[src/hdl/assert_macros.svh]
// ----------------------------------------------------------------------------
// Assertion macros
// Shared concurrent assertion forms for the hex ASCII packet deframer.
// ----------------------------------------------------------------------------
`ifndef ASSERT_MACROS_SVH
`define ASSERT_MACROS_SVH

// Same-cycle implication, disabled during reset.
`define ASSERT_IMPL(label, clk, rst, ante, cons, msg) \
  label: assert property (@(posedge clk) disable iff (rst) (ante) |-> (cons)) \
    else $error(msg);

// Delayed implication: the consequent is checked after the antecedent.
`define ASSERT_DLY2(label, clk, rst, ante, cons, msg) \
  label: assert property (@(posedge clk) disable iff (rst) (ante) |-> ##2 (cons)) \
    else $error(msg);

`endif

[src/hdl/hapd_pkg.sv]
// ----------------------------------------------------------------------------
// hapd_pkg
// Types, codes and helpers shared by the hex ASCII packet deframer.
// ----------------------------------------------------------------------------
package hapd_pkg;

  localparam int MAX_CHARS = 60;
  localparam int MIN_CHARS = 6;
  localparam int DEPTH     = MAX_CHARS / 2;
  localparam int CNT_W     = $clog2(MAX_CHARS + 1);
  localparam int ADDR_W    = $clog2(DEPTH);
  localparam int NB_W      = $clog2(DEPTH + 1);

  localparam int TIME_W    = 16;
  localparam int IN_W      = 8;
  localparam int OUT_W     = 8;
  localparam int APB_ADDR_W = 3;
  localparam int APB_DATA_W = 32;

  localparam logic [TIME_W-1:0] TIMEOUT_RESET = 16'd1000;
  localparam logic [7:0] CHAR_PLUS      = 8'h2B;
  localparam logic [7:0] CHAR_MINUS     = 8'h2D;
  localparam logic [7:0] HEX_DIGIT_BASE = 8'd48;
  localparam logic [7:0] HEX_ALPHA_BASE = 8'd55;

  localparam logic REG_TIMEOUT_IDX = 1'b0;

  typedef enum logic [1:0] {
    CMD_START = 2'd0,
    CMD_CHAR  = 2'd1,
    CMD_TICK  = 2'd2,
    CMD_NONE  = 2'd3
  } cmd_t;

  typedef enum logic [2:0] {
    ST_DATA     = 3'd0,
    ST_TIMEOUT  = 3'd1,
    ST_TOO_LONG = 3'd2,
    ST_BAD_CHAR = 3'd3,
    ST_BAD_LEN  = 3'd4
  } status_t;

  typedef enum logic [1:0] {
    PH_IDLE   = 2'd0,
    PH_HEADER = 2'd1,
    PH_DATA   = 2'd2,
    PH_FOOTER = 2'd3
  } phase_t;

  typedef enum logic [1:0] {
    RD_IDLE  = 2'd0,
    RD_ISSUE = 2'd1,
    RD_LOAD  = 2'd2
  } rd_state_t;

  typedef struct packed {
    logic    valid;
    status_t status;
  } fail_req_t;

  typedef struct packed {
    logic            valid;
    logic [NB_W-1:0] count;
  } emit_req_t;

  typedef struct packed {
    logic busy;
    logic free;
  } rd_stat_t;

  // Bit 4 flags a valid upper-case hex digit, bits 3:0 hold its value.
  function automatic logic [4:0] hex_decode(input logic [7:0] c);
    logic [7:0] d;
    d = 8'd0;
    if (c >= 8'h30 && c <= 8'h39) begin
      d = c - HEX_DIGIT_BASE;
      return {1'b1, d[3:0]};
    end
    if (c >= 8'h41 && c <= 8'h46) begin
      d = c - HEX_ALPHA_BASE;
      return {1'b1, d[3:0]};
    end
    return 5'd0;
  endfunction

endpackage

[src/hdl/hapd_ram.sv]
// ----------------------------------------------------------------------------
// hapd_ram
// Generic single-write, single-read synchronous RAM with registered read.
// ----------------------------------------------------------------------------
module hapd_ram #(
  parameter int WIDTH = 8,
  parameter int DEPTH = 32,
  localparam int AW = $clog2(DEPTH)
) (
  input  logic             clk,
  input  logic             we,
  input  logic [AW-1:0]    waddr,
  input  logic [WIDTH-1:0] wdata,
  input  logic             re,
  input  logic [AW-1:0]    raddr,
  output logic [WIDTH-1:0] rdata
);

  logic [WIDTH-1:0] mem [DEPTH];

  always_ff @(posedge clk) begin
    if (we) begin
      mem[waddr] <= wdata;
    end
    if (re) begin
      rdata <= mem[raddr];
    end
  end

endmodule

[src/hdl/hapd_rx.sv]
// ----------------------------------------------------------------------------
// hapd_rx
// Receive control: header hunt, nibble packing into the byte store, length
// and timeout checks, and requests for failure items and packet readout.
// ----------------------------------------------------------------------------
module hapd_rx import hapd_pkg::*; (
  input  logic                clk,
  input  logic                rst,
  input  logic                accept,
  input  logic [1:0]          cmd,
  input  logic [7:0]          rx_char,
  input  logic [TIME_W-1:0]   timeout_ticks,
  output logic                ram_we,
  output logic [ADDR_W-1:0]   ram_waddr,
  output logic [7:0]          ram_wdata,
  output fail_req_t           fail_req,
  output emit_req_t           emit_req
);

  phase_t            phase, phase_next;
  logic              first_plus_seen, first_plus_seen_next;
  logic [CNT_W-1:0]  char_count, char_count_next;
  logic [TIME_W-1:0] elapsed, elapsed_next;
  logic [3:0]        hi_nib;

  logic [7:0]        c;
  logic [4:0]        hex;
  logic              active, ev_start, ev_tick, ev_char, chr;
  logic [TIME_W-1:0] el_inc;
  logic [CNT_W-1:0]  cnt_inc;
  logic              tick_fail, char_tmo, hdr_plus, hdr_other, data_hex;
  logic              too_long, data_minus, bad_len, bad_char, foot_minus, fail_any;

  assign c        = rx_char;
  assign hex      = hex_decode(c);
  assign active   = (phase != PH_IDLE);
  assign ev_start = accept && (cmd == CMD_START);
  assign ev_tick  = accept && (cmd == CMD_TICK) && active;
  assign ev_char  = accept && (cmd == CMD_CHAR) && active;
  assign el_inc   = (elapsed == '1) ? elapsed : elapsed + TIME_W'(1);
  assign cnt_inc  = char_count + CNT_W'(1);

  assign tick_fail  = ev_tick && (el_inc >= timeout_ticks);
  assign char_tmo   = ev_char && (elapsed >= timeout_ticks);
  assign chr        = ev_char && !char_tmo;
  assign hdr_plus   = chr && (phase == PH_HEADER) && (c == CHAR_PLUS);
  assign hdr_other  = chr && (phase == PH_HEADER) && (c != CHAR_PLUS);
  assign data_hex   = chr && (phase == PH_DATA) && hex[4];
  assign too_long   = data_hex && (cnt_inc >= CNT_W'(MAX_CHARS));
  assign data_minus = chr && (phase == PH_DATA) && !hex[4] && (c == CHAR_MINUS);
  assign bad_len    = data_minus &&
                      ((char_count < CNT_W'(MIN_CHARS)) || char_count[0]);
  assign bad_char   = chr && (phase == PH_DATA) && !hex[4] && (c != CHAR_MINUS);
  assign foot_minus = chr && (phase == PH_FOOTER) && (c == CHAR_MINUS);
  assign fail_any   = tick_fail || char_tmo || too_long || bad_len || bad_char;

  always_comb begin
    phase_next = phase;
    if (ev_start) begin
      phase_next = PH_HEADER;
    end else if (fail_any) begin
      phase_next = PH_IDLE;
    end else begin
      case (phase)
        PH_HEADER: begin
          if (hdr_plus && first_plus_seen) begin
            phase_next = PH_DATA;
          end
        end
        PH_DATA: begin
          if (data_minus) begin
            phase_next = PH_FOOTER;
          end
        end
        PH_FOOTER: begin
          if (foot_minus) begin
            phase_next = PH_IDLE;
          end
        end
        default: phase_next = phase;
      endcase
    end
  end

  always_comb begin
    first_plus_seen_next = first_plus_seen;
    char_count_next      = char_count;
    elapsed_next         = elapsed;
    if (ev_start) begin
      first_plus_seen_next = 1'b0;
      char_count_next      = '0;
      elapsed_next         = '0;
    end else begin
      if (ev_tick) begin
        elapsed_next = el_inc;
      end
      if (hdr_plus) begin
        first_plus_seen_next = 1'b1;
        if (first_plus_seen) begin
          char_count_next = '0;
        end
      end
      if (hdr_other || fail_any || foot_minus) begin
        first_plus_seen_next = 1'b0;
      end
      if (data_hex) begin
        char_count_next = cnt_inc;
      end
    end
  end

  always_comb begin
    ram_we          = data_hex && char_count[0];
    ram_waddr       = ADDR_W'(char_count >> 1);
    ram_wdata       = {hi_nib, hex[3:0]};
    emit_req.valid  = foot_minus;
    emit_req.count  = NB_W'(char_count >> 1);
    fail_req.valid  = fail_any;
    fail_req.status = ST_DATA;
    if (tick_fail || char_tmo) begin
      fail_req.status = ST_TIMEOUT;
    end else if (too_long) begin
      fail_req.status = ST_TOO_LONG;
    end else if (bad_len) begin
      fail_req.status = ST_BAD_LEN;
    end else if (bad_char) begin
      fail_req.status = ST_BAD_CHAR;
    end
  end

  always_ff @(posedge clk) begin
    if (rst) begin
      phase           <= PH_IDLE;
      first_plus_seen <= 1'b0;
      char_count      <= '0;
      elapsed         <= '0;
    end else begin
      phase           <= phase_next;
      first_plus_seen <= first_plus_seen_next;
      char_count      <= char_count_next;
      elapsed         <= elapsed_next;
    end
  end

  always_ff @(posedge clk) begin
    if (data_hex && !char_count[0]) begin
      hi_nib <= hex[3:0];
    end
  end

endmodule

[src/hdl/hapd_rdout.sv]
// ----------------------------------------------------------------------------
// hapd_rdout
// Readout sequencer and output register: walks the byte store for a finished
// packet and merges single failure items into the result stream.
// ----------------------------------------------------------------------------
module hapd_rdout import hapd_pkg::*; (
  input  logic              clk,
  input  logic              rst,
  input  fail_req_t         fail_req,
  input  emit_req_t         emit_req,
  output logic              ram_re,
  output logic [ADDR_W-1:0] ram_raddr,
  input  logic [7:0]        ram_rdata,
  output logic              out_valid,
  input  logic              out_ready,
  output logic [7:0]        out_byte,
  output status_t           out_status,
  output logic              out_last,
  output rd_stat_t          rd_stat
);

  rd_state_t       state, state_next;
  logic [NB_W-1:0] idx, idx_next;
  logic [NB_W-1:0] n_bytes;
  logic [NB_W-1:0] idx_inc;
  logic            free, load, is_last;

  assign free    = !out_valid || out_ready;
  assign idx_inc = idx + NB_W'(1);
  assign is_last = (idx_inc == n_bytes);

  always_comb begin
    state_next = state;
    case (state)
      RD_IDLE: begin
        if (emit_req.valid) begin
          state_next = RD_ISSUE;
        end
      end
      RD_ISSUE: begin
        if (free) begin
          state_next = RD_LOAD;
        end
      end
      RD_LOAD: begin
        state_next = is_last ? RD_IDLE : RD_ISSUE;
      end
      default: state_next = RD_IDLE;
    endcase
  end

  always_comb begin
    ram_re       = (state == RD_ISSUE) && free;
    ram_raddr    = ADDR_W'(idx);
    load         = (state == RD_LOAD);
    rd_stat.busy = (state != RD_IDLE);
    rd_stat.free = free;
    idx_next     = idx;
    if (state == RD_IDLE) begin
      idx_next = '0;
    end else if (load) begin
      idx_next = idx_inc;
    end
  end

  always_ff @(posedge clk) begin
    if (rst) begin
      state     <= RD_IDLE;
      idx       <= '0;
      out_valid <= 1'b0;
    end else begin
      state <= state_next;
      idx   <= idx_next;
      if (load || fail_req.valid) begin
        out_valid <= 1'b1;
      end else if (out_ready) begin
        out_valid <= 1'b0;
      end
    end
  end

  always_ff @(posedge clk) begin
    if (emit_req.valid) begin
      n_bytes <= emit_req.count;
    end
    if (load) begin
      out_byte   <= ram_rdata;
      out_status <= ST_DATA;
      out_last   <= is_last;
    end else if (fail_req.valid) begin
      out_byte   <= 8'd0;
      out_status <= fail_req.status;
      out_last   <= 1'b1;
    end
  end

endmodule

[src/hdl/hex_ascii_packet_deframer_top.sv]
// ----------------------------------------------------------------------------
// hex_ascii_packet_deframer_top
// Deframes "++" headed, "--" trailed hex ASCII packets into bytes.
// ----------------------------------------------------------------------------
// Start, tick and character items are accepted while no readout runs and
// the output register is empty or being emptied. The closing '-' of a
// packet starts a readout of n = 3 to 29 bytes from the byte store through
// its single registered read port, one byte at a time, each read issued
// once the previous byte is loaded and the output register is free. Failures
// leave as a single status item with last set. The store is never cleared;
// every entry read is written during the same packet.
`include "assert_macros.svh"

module hex_ascii_packet_deframer_top import hapd_pkg::*; (
  input  logic                  clk,
  input  logic                  rst,
  // s_tdata: rx_char [7:0]
  // s_tuser: command [1:0]
  input  logic                  s_tvalid,
  output logic                  s_tready,
  input  logic [IN_W-1:0]       s_tdata,
  input  logic [1:0]            s_tuser,
  // m_tdata: packet byte [7:0]
  // m_tuser: status [2:0]
  output logic                  m_tvalid,
  input  logic                  m_tready,
  output logic [OUT_W-1:0]      m_tdata,
  output logic [2:0]            m_tuser,
  output logic                  m_tlast,
  input  logic                  psel,
  input  logic                  penable,
  input  logic                  pwrite,
  input  logic [APB_ADDR_W-1:0] paddr,
  input  logic [APB_DATA_W-1:0] pwdata,
  output logic [APB_DATA_W-1:0] prdata,
  output logic                  pready
);

  logic [TIME_W-1:0] timeout_ticks;
  logic              reg_hit;
  logic              accept;
  logic              ram_we, ram_re;
  logic [ADDR_W-1:0] ram_waddr, ram_raddr;
  logic [7:0]        ram_wdata, ram_rdata;
  fail_req_t         fail_req;
  emit_req_t         emit_req;
  rd_stat_t          rd_stat;
  logic [7:0]        out_byte;
  status_t           out_status;

  assign pready  = 1'b1;
  assign reg_hit = (paddr[2] == REG_TIMEOUT_IDX);
  assign prdata  = reg_hit ? APB_DATA_W'(timeout_ticks) : '0;

  always_ff @(posedge clk) begin
    if (rst) begin
      timeout_ticks <= TIMEOUT_RESET;
    end else if (psel && penable && pwrite && pready && reg_hit) begin
      timeout_ticks <= pwdata[TIME_W-1:0];
    end
  end

  assign s_tready = !rd_stat.busy && rd_stat.free;
  assign accept   = s_tvalid && s_tready;
  assign m_tdata  = out_byte;
  assign m_tuser  = out_status;

  hapd_rx u_rx (
    .clk           (clk),
    .rst           (rst),
    .accept        (accept),
    .cmd           (s_tuser),
    .rx_char       (s_tdata),
    .timeout_ticks (timeout_ticks),
    .ram_we        (ram_we),
    .ram_waddr     (ram_waddr),
    .ram_wdata     (ram_wdata),
    .fail_req      (fail_req),
    .emit_req      (emit_req)
  );

  hapd_ram #(
    .WIDTH (8),
    .DEPTH (DEPTH)
  ) u_store (
    .clk   (clk),
    .we    (ram_we),
    .waddr (ram_waddr),
    .wdata (ram_wdata),
    .re    (ram_re),
    .raddr (ram_raddr),
    .rdata (ram_rdata)
  );

  hapd_rdout u_rdout (
    .clk        (clk),
    .rst        (rst),
    .fail_req   (fail_req),
    .emit_req   (emit_req),
    .ram_re     (ram_re),
    .ram_raddr  (ram_raddr),
    .ram_rdata  (ram_rdata),
    .out_valid  (m_tvalid),
    .out_ready  (m_tready),
    .out_byte   (out_byte),
    .out_status (out_status),
    .out_last   (m_tlast),
    .rd_stat    (rd_stat)
  );

  `ASSERT_IMPL(a_no_rw_overlap, clk, rst, ram_we, !ram_re, "store written during readout")
  `ASSERT_DLY2(a_read_lands, clk, rst, ram_re, m_tvalid && (m_tuser == ST_DATA), "read lost")
  `ASSERT_IMPL(a_fail_form, clk, rst, m_tvalid && (m_tuser != ST_DATA), (m_tdata == '0) && m_tlast, "bad fail item")

endmodule

[config.mk]
export PLATFORM = sky130hd
export DESIGN_NAME = hex_ascii_packet_deframer_top
export DESIGN_NICKNAME = d
export VERILOG_FILES = /design/src/hdl/hapd_pkg.sv /design/src/hdl/hapd_ram.sv /design/src/hdl/hapd_rx.sv /design/src/hdl/hapd_rdout.sv /design/src/hdl/hex_ascii_packet_deframer_top.sv
export VERILOG_INCLUDE_DIRS = /design/src /design/src/hdl
export SDC_FILE = /design/constraint.sdc
export NUM_CORES = 1
export LEC_CHECK = 0
export BUFFER_PORTS_ARGS = -buffer_cell sky130_fd_sc_hd__buf_2
export CORE_MARGIN = 1.5
export CORE_UTILIZATION = 40
export DETAILED_ROUTE_END_ITERATION = 12
export PLACE_DENSITY = 0.6
export SLEW_MARGIN = 25
export SYNTH_ARGS = -nofsm -noshare
export SYNTH_HDL_FRONTEND = slang
export SYNTH_SLANG_ARGS = --single-unit
[constraint.sdc]
create_clock -name clk -period 4.8 [get_ports clk]
set_input_delay 0.48 -clock clk [delete_from_list [all_inputs] [get_ports clk]]
set_output_delay 0.48 -clock clk [all_outputs]
set_load 0.05 [all_outputs]
After elaboration in Yosys (flattened, before gate mapping) --
Memories as Yosys holds them, arrays and structs flattened. A register that Yosys moved wholly into a read port is not among the register bits. Index checks and enable logic that the tools add are counted.
Cells by class: add/subtract/negate cells 5, $lt $le $gt $ge 8, equal/unequal tests 21, multiplexer cells 34, bitwise operators 1, reductions and logical operators 63
Operators with widths (number):
- $ge 16x16->1 | 2
- $mux 16 | 2
- $logic_and 1x1->1 | 31
- $mux 5 | 4
- $mux 6 | 3
- $add 16x1->16 const B | 1
- $eq 16x16->1 const B | 1
- $eq 8x6->1 const B | 2
- $mux 8 | 2
- $ne 8x6->1 const B | 2
- $mux 1 | 12
- $mux 2 | 6
- $pmux 2 s3 | 2
- $reduce_bool 2->1 | 6
- $logic_or 1x1->1 | 9
- $mux 3 | 3
- $eq 2x2->1 const B | 4
- $ge 8x6->1 const B | 1
- $ge 8x7->1 const B | 1
- $le 8x6->1 const B | 1
- $le 8x7->1 const B | 1
- $ne 4x1->1 const B | 2
- $reduce_and 4->1 | 2
- $add 6x1->6 const B | 1
- other kinds (18) | 31
Word-level totals: register bits 70, RAM bits 240, bits of input ports 52, output and inout bits 47, word-level logic and storage cells 147, memories 1
Memory list:
- u_store.mem | words 30, bits a word 8, rd ports 1, clocked after Yosys merged registers in 1, write ports 1, line hapd_ram.sv:19 | logic [WIDTH-1:0] mem [DEPTH];

Logic depth before layout (Yosys ltp) --
Gate-level depths: netlist of the first run.
depth in word-level cells 18, depth in mapped cells 17, gate-level depth less buffers 14

Hierarchy --
A second synthesis of the first run with hierarchy kept.
Unflattened totals: cells, all modules 1081, area total of the unflattened synthesis 14944.3 sq um
By module, submodules not included:
- hapd_ram | times used 1, cells an instance 517, area each 9887.0 sq um, sequential area each 7447.1 sq um
- hapd_rx | times used 1, cells an instance 367, area each 3020.4 sq um, sequential area each 620.6 sq um
- hapd_rdout | times used 1, cells an instance 89, area each 1067.3 sq um, sequential area each 640.6 sq um
- hex_ascii_packet_deframer_top | times used 1, cells an instance 108, area each 969.7 sq um, sequential area each 320.3 sq um

Least setup slack after synthesis of the first run --
No wires, ideal clock.
path kind flip-flop to flip-flop, from reg u_rx.elapsed[4], to reg u_rdout.out_byte[0] (enable), arrival 3.618 ns, data required time 4.501 ns, setup slack 0.883 ns, cell stages (with the launch flop) 18, buffers on the path 3, period minus slack after synthesis 3.917 ns, cells stage by stage dfxtp_1 -> clkbuf_1 -> and4_1 -> and2_1 -> and3_1 -> buf_2 -> and3b_1 -> clkbuf_1 -> nor2_1 -> xor2_1 -> ha_1 -> a211oi_1 -> nor2_1 -> a211oi_1 -> a21oi_1 -> o31ai_1 -> nand2_1 -> or3_1
On the way: elaborated cells between the ends (all ways) 21, classes of those cells add/sub (1); order compare (2); eq/ne (1); mux (1); reduce/logical (16)
RTL lines:
- start: declaration | line hapd_rx.sv:23 | logic [TIME_W-1:0] elapsed, elapsed_next;
- start signal: assignment | line hapd_rx.sv:141 | elapsed <= elapsed_next;
- $add 16x1->16 or $eq 16x16->1 (tied branches) | line hapd_rx.sv:40 | assign el_inc = (elapsed == '1) ? elapsed : elapsed + TIME_W'(1);
- $mux 16 (*) | line hapd_rx.sv:40
- via u_rx.el_inc[7] | line hapd_rx.sv:29 | logic [TIME_W-1:0] el_inc;
- $ge 16x16->1 (*) | line hapd_rx.sv:43 | assign tick_fail = ev_tick && (el_inc >= timeout_ticks);
- $logic_and 1x1->1 (*) | line hapd_rx.sv:43
- $logic_or 1x1->1 (*) (4 in series) | line hapd_rx.sv:55 | assign fail_any = tick_fail || char_tmo || too_long || bad_len || bad_char;
- $reduce_bool 2->1 (no source line) (*)
- end signal: assignment | line hapd_rdout.sv:87 | out_byte <= ram_rdata;
- end: declaration | line hapd_rdout.sv:16 | output logic [7:0] out_byte,
Mark *: on every way through the listed nets, which the timed path passes. The rest lies on a longest branch. A chain may end at the register's enable or synchronous reset.

Worst setup path after layout of the first run --
from reg u_rx.elapsed[5], to reg u_rdout.out_byte[3] (enable)
Same word-level chain as after synthesis.

==> qor.csv, run 1 <==
metric;value;unit
status;complete, no violations;
Seq/Total Area, Yosys;0.644;
WP data arrival;4300;ps
Cells after DPL;1441;
Ys Warns;0;
period utilisation layout;0.854;
core footprint;34500;um^2
max-slew violations;0;
post-synthesis cell type count;67;
Crit. path cell count;14;
Fmax achieved;244;MHz
Post-synth EDFFs;266;
CTS clk-pin slew, worst paths;60;ps
ys flop type;edfxtp_1;
area grow syn2layout;15.0;%
DR DRC count;0;
grt ovf;0;
critical path's top delay family;simple AND/OR/NAND/NOR gates;
Port Buffers;63;
IO Count;99;
Leak;0.00515;uW
Worst-Skew Late Latency;510;ps
Comb pwr share;0.024;
CP Max Fanout;9;
crit path capture;u_rdout.out_byte[3];
Routed WL;30500;um
fraction of layout cells with a size suffix above 1;0.245;
Worst Path Required;5010;ps
antenna viol nets, final;0;
setup TNS;0;ps
CP Launch Point;u_rx.elapsed[5];
slowest stage delay, CP;560;ps
worst hold path type;in2reg;
fill count;3037;
Setup Buffers After CTS;0;
final hold vios;0;
full die area;36200;um^2
CP Launch Type;flip-flop;
Setup Viol. Count Final;0;
worst r2r dst;u_rdout.out_byte[3];
largest net degree at the start of global routing;70;
post_cts resized;0;
Clock power frac;0.458;
VDD IR-drop max;224;uV
reg2reg start;u_rx.elapsed[5];
final RePlAce weighted congestion;0.811;
net total in the final layout;1117;
CTS Buffer Depth;3;
die height;190;um
Clock Sinks;318;
reg2reg path depth;14;
Synth Register Bits;318;
Avg Vias per Cell;5.39;
Psw;1160;uW
Max-slew headroom;0.317;
first-pass detailed-route iteration total;5;
syn avg cell area;15.0;um^2
synthesized instance count;933;
PwrDens;355;nW/um^2
initial antenna violation count;2;
Setup Crit Path Kind;reg2reg;
root buffer cell;clkbuf_16;
cell-internal power;4560;uW
via count;8112;
number of diodes;0;
GRT Overall Usage;0.172;
sequential power share;0.519;
Die X;190;um
Layout Cells excl Fill;1505;
cts hold-fix bufs;0;
Sw Share;0.202;
Post-Syn Area;14000;um^2
vias in the first global route;7949;
reg2reg setup slack;700;ps
TritonCTS clock tree;done;
H-Tree Depth;2;
worst-margin pin slew;1020;ps
Avg WL per Cell;20.3;um
fin crit period;4100;ps
Hold WS;199;ps
Worst path slowest cell;or3_1;
setup repair after global routing missed its margin;no;
row count;68;
DP Wirelength;19600;um
CP Capture Type;flip-flop;
Clock Skew;18.8;ps
worst-path cell chain;and4_1, and2_1, and3_1, and3b_1, nor2_1, xor2_1, ha_1, a211oi_1, nor2_1, a211oi_1, a21oi_1, o31ai_1, nand2_1, or3_1;
Post-synth ARST share;0;
CTS buffer count;36;
Initial Utilization;0.406;
first-pass GRT wire length;46900;um
DR iter-0 viols;577;
maxcap violations;0;
Buf+Inv Stages, Crit Path;0;
synthesized netlist by cell type, types with 5 or more instances:
cell type  number  area share
mux4_2         72        0.12
mux2_2         19       0.015
a31oi_1         5      0.0022
and2_1         12      0.0054
clkbuf_1       29      0.0078
xor2_1         12      0.0075
buf_1           6      0.0016
xnor2_1        17       0.011
or2_2           5      0.0022
nor2b_1         6      0.0027
nand2b_1        6      0.0027
buf_4          17      0.0091
ha_1           38       0.034
a211oi_1        6      0.0032
nand2_1        62       0.017
a21o_1          5      0.0027
o21ai_0        16      0.0057
nand4_1         9      0.0040
nor2_1         86       0.023
inv_1          22      0.0059
dfxtp_1        52       0.074
edfxtp_1      266        0.57
buf_2           6      0.0021
nor3_1         16      0.0057
nand3_1        24      0.0086
and3_1          5      0.0022
o211ai_1        9      0.0048
or3_1          10      0.0045
a21oi_1        32       0.011
layer usage:
metal / part of all wire / track usage
met3: 0.047 / 0.0245
met1: 0.45 / 0.239
met2: 0.49 / 0.284
met5: 0 / 0
met4: 0.020 / 0.0436
flip-flops by register name, indices dropped and copies added (netlist names):
register	count
timeout_ticks	16
u_rdout.n_bytes	5
u_rdout.out_byte	8
u_rdout.out_last	1
u_rdout.out_status	3
u_rdout.out_valid	1
u_rdout.ram_raddr	5
u_rdout.state	2
u_rx.char_count	6
u_rx.elapsed	16
u_rx.first_plus_seen	1
u_rx.hi_nib	4
u_rx.phase	2
u_store.mem	240
u_store.rdata	8
worst min path at each step:
stage	startpoint	end	depth (start not counted)
final	pwdata[3]	timeout_ticks[3]	3
after CTS	pwdata[7]	timeout_ticks[7]	3
after global placement	timeout_ticks[11]	timeout_ticks[11]	2
after detailed placement	timeout_ticks[2]	timeout_ticks[2]	2
after global routing	pwdata[8]	timeout_ticks[8]	3
after floorplan	u_rx.char_count[2]	u_rdout.n_bytes[1]	0
placed cells by master, fill, tap and decap left out, types with 10 or more instances in the layout:
master     count
nand2_1       62
dfxtp_1       50
mux4_2        72
buf_2         63
ha_1          38
nor3_1        16
conb_1        17
nor2_1        85
or3_1         10
mux2_2        19
nand3_1       24
inv_1         22
clkbuf_1      11
xor2_1        12
buf_4         32
a21oi_1       32
clkbuf_16     36
edfxtp_1     266
xnor2_1       17
and2_1        12
o21ai_0       14
cell families after synthesis:
kind of cell,after synthesis,synth area share
AOI/OAI and AO/OA,103,0.0494
xor gates and xnor gates,29,0.0181
adders and majority gates,38,0.0339
buffers and inverters,81,0.0268
DFF,318,0.644
muxes,92,0.132
other,2,0.000536
and+or+nand+nor,270,0.0954
cell type report:
cell class,count,area [um^2],share of cell area
multi-input combinational,549,4680,0.291
inverter,23,86.3,0.00536
clock buffer,52,1010,0.0627
timing repair buffer,99,621,0.0385
clock inverter,9,108,0.00668
sequential,318,9040,0.561
tap,455,569,0.0353
stage by stage:
step	area (um^2)	utilization	setup slack, ps	total power (uW)
after floorplan	14100	-	883	3130
after global placement	14900	0.433	725	3160
after detailed placement	14900	0.433	732	3160
after CTS	16100	0.465	693	5770
after global routing	16100	0.467	330	5880
final	16100	0.467	702	5720
power groups by stage:
| stage | Combinational, uW | Clock [uW] | Sequential (uW) |
|---|---|---|---|
| 6_report | 135 | 2620 | 2960 |
| 5_1_grt | 147 | 2770 | 2960 |
| 4_1_cts | 136 | 2670 | 2960 |
| 3_5_place_dp | 136 | 0 | 3020 |
| 3_3_place_gp | 134 | 0 | 3020 |
| 2_1_floorplan | 99.7 | 0 | 3030 |
worst reg2reg max path, stage by stage (launching register included):
cell and delay [ps]:
dfxtp_1 500, and4_1 270, and2_1 180, and3_1 180
and3b_1 400, nor2_1 110, xor2_1 150, ha_1 290
a211oi_1 280, nor2_1 80, a211oi_1 220, a21oi_1 120
o31ai_1 290, nand2_1 170, or3_1 560
Note: power is estimated with default switching activity, not from simulation.
==> run 2: changes to the inputs <==
--- a/config.mk
+++ b/config.mk
@@ -8,9 +8,10 @@
 export LEC_CHECK = 0
 export BUFFER_PORTS_ARGS = -buffer_cell sky130_fd_sc_hd__buf_2
 export CORE_MARGIN = 1.5
-export CORE_UTILIZATION = 40
+export CORE_UTILIZATION = 30
 export DETAILED_ROUTE_END_ITERATION = 12
-export PLACE_DENSITY = 0.6
+export GPL_ROUTABILITY_DRIVEN = 1
+export PLACE_DENSITY = 0.48
 export SLEW_MARGIN = 25
 export SYNTH_ARGS = -nofsm -noshare
 export SYNTH_HDL_FRONTEND = slang
==> run 2 against run 1 <==
Critical path depth is the same; setup slack got worse by 63 ps; combinational power hardly changed; clock-buffer cell count unchanged; largest cell class unchanged.
==> qor.csv, run 2 (synthesis results as in run 1) <==
metric;value;unit;change
number of diodes;0;;unchanged
Sw Share;0.213;;+0.0105
largest net degree at the start of global routing;37;;-47%
post-route cell area;16400;um^2;+1.7%
DR DRC count;0;;unchanged
max-slew violations;0;;unchanged
biggest regs;u_store.mem: 240 flops, timeout_ticks: 16 flops, u_rx.elapsed: 16 flops;;
Clock power frac;0.456;;-0.002
fraction of layout cells with a size suffix above 1;0.251;;+0.00618
period utilisation layout;0.867;;+0.0132
final hold vios;0;;unchanged
IO Count;99;;unchanged
Largest register FFs;240;;unchanged
CTS clk-pin slew, worst paths;60;ps;about the same
Clock Sinks;318;;unchanged
Setup Buffers After CTS;0;;unchanged
Fmax achieved;240;MHz;-1.5%
VDD IR-drop max;233;uV;+4.1%
post_cts resized;0;;unchanged
Layout Cells excl Fill;1671;;+11%
Setup Viol. Count Final;0;;unchanged
DR iter-0 viols;467;;-19%
row count;79;;+16%
Avg Vias per Cell;4.78;;-11%
hold_sp;pwdata[8];;
PwrDens;348;nW/um^2;-2.0%
CTS Buffer Depth;3;;unchanged
antenna viol nets, final;0;;unchanged
most frequent cells in the layout;edfxtp_1, nor2_1, mux4_2;;
most flop-heavy register;u_store.mem;;
Psw;1210;uW;+4.9%
core footprint;46400;um^2;+34%
CTS buffer count;37;;+2.8%
fin crit period;4160;ps;+63.4 ps
grt ovf;0;;unchanged
status;complete, no violations;;
reg2reg start;u_rx.elapsed[5];;
maxcap violations;0;;unchanged
GRT Overall Usage;0.142;;-0.0300
net total in the final layout;1127;;+0.90%
CP Launch Type;flip-flop;;
fill count;4416;;+45%
setup TNS;0;ps;unchanged
Clock Skew;20.5;ps;+1.67 ps
vias in the first global route;7942;;-0.088%
cts hold-fix bufs;0;;unchanged
Cells after DPL;1601;;+11%
final RePlAce weighted congestion;0.816;;+0.67%
WP data arrival;4380;ps;+80 ps
full die area;48000;um^2;+33%
total power;5700;uW;-0.26%
via count;7982;;-1.6%
first-pass detailed-route iteration total;5;;unchanged
Setup Crit Path Kind;reg2reg;;
Post-DP Area;15200;um^2;+1.7%
TritonCTS clock tree;done;;
Worst-Skew Late Latency;550;ps;+40 ps
Comb pwr share;0.024;;about the same
Leak;0.00520;uW;+1.1%
Initial Utilization;0.302;;-0.103
first-pass GRT wire length;49900;um;+6.3%
CP Capture Type;flip-flop;;
Routed WL;33300;um;+9.4%
Avg WL per Cell;19.9;um;-1.5%
worst-margin pin slew;875;ps;-141 ps
initial antenna violation count;0;;-2
Worst Path Required;5020;ps;about the same
Max-slew headroom;0.416;;+0.0990
CP Max Fanout;9;;unchanged
Die X;219;um;+15%
CP Launch Point;u_rx.elapsed[5];;
commonest non-fill, non-tap cell in the layout;edfxtp_1;;
setup repair after global routing missed its margin;no;;
area grow syn2layout;17.0;%;
DP Wirelength;22000;um;+12%
sequential power share;0.520;;about the same
root buffer cell;clkbuf_16;;
H-Tree Depth;2;;unchanged
cell-internal power;4490;uW;-1.6%
Port Buffers;63;;unchanged
worst hold path type;in2reg;;
die height;219;um;+15%
-- run 2: final timing paths --
kind | end | slack [ps] | cells after the start
setup reg to reg | u_rdout.out_byte[3] | 640 | 14
setup / recovery | u_rdout.out_byte[3] | 640 | 14
hold reg to reg | timeout_ticks[11] | 460 | 2
hold / removal | timeout_ticks[8] | 160 | 3
-- run 2: metal layers --
layer	up-vias	global-route usage	routed length, um
met5	-	0	0
met4	0	0.0395	708
met3	47	0.0291	1380
met2	147	0.233	15900
met1	4014	0.189	15300
li1	3774	-	-
-- run 2: per-stage QoR --
step                 util  hold slack (ps)  worst slack (ps)
floorplan               -              406               883
global placement    0.328              443               637
detailed placement  0.328              448               565
CTS                 0.352              131               543
global route        0.354              161               241
finish              0.354              157               639
-- run 2: power groups by stage --
stage          Clock (uW)  Combinational (uW)  Sequential (uW)
2_1_floorplan           0                99.7             3030
3_3_place_gp            0                 137             3020
3_5_place_dp            0                 138             3020
4_1_cts              2670                 139             2970
5_1_grt              2780                 149             2960
6_report             2600                 137             2970
-- run 2: final cells by class --
type                       count  area [um^2]  area share
timing repair buffer         108          721      0.0440
multi-input combinational    549         4680       0.286
sequential                   318         9030       0.551
tap                          607          759      0.0463
clock inverter                14         90.1     0.00549
clock buffer                  52         1020      0.0624
inverter                      23         86.3     0.00527
-- run 2: worst max-delay path, cell delays in order, from the launching register on --
cell and delay [ps]:
dfxtp_1 470, and4_1 270, and2_1 180, and3_1 180
and3b_1 420, nor2_1 110, xor2_1 160, ha_1 300
a211oi_1 290, nor2_1 70, a211oi_1 220, a21oi_1 100
o31ai_1 330, nand2_1 130, or3_1 590
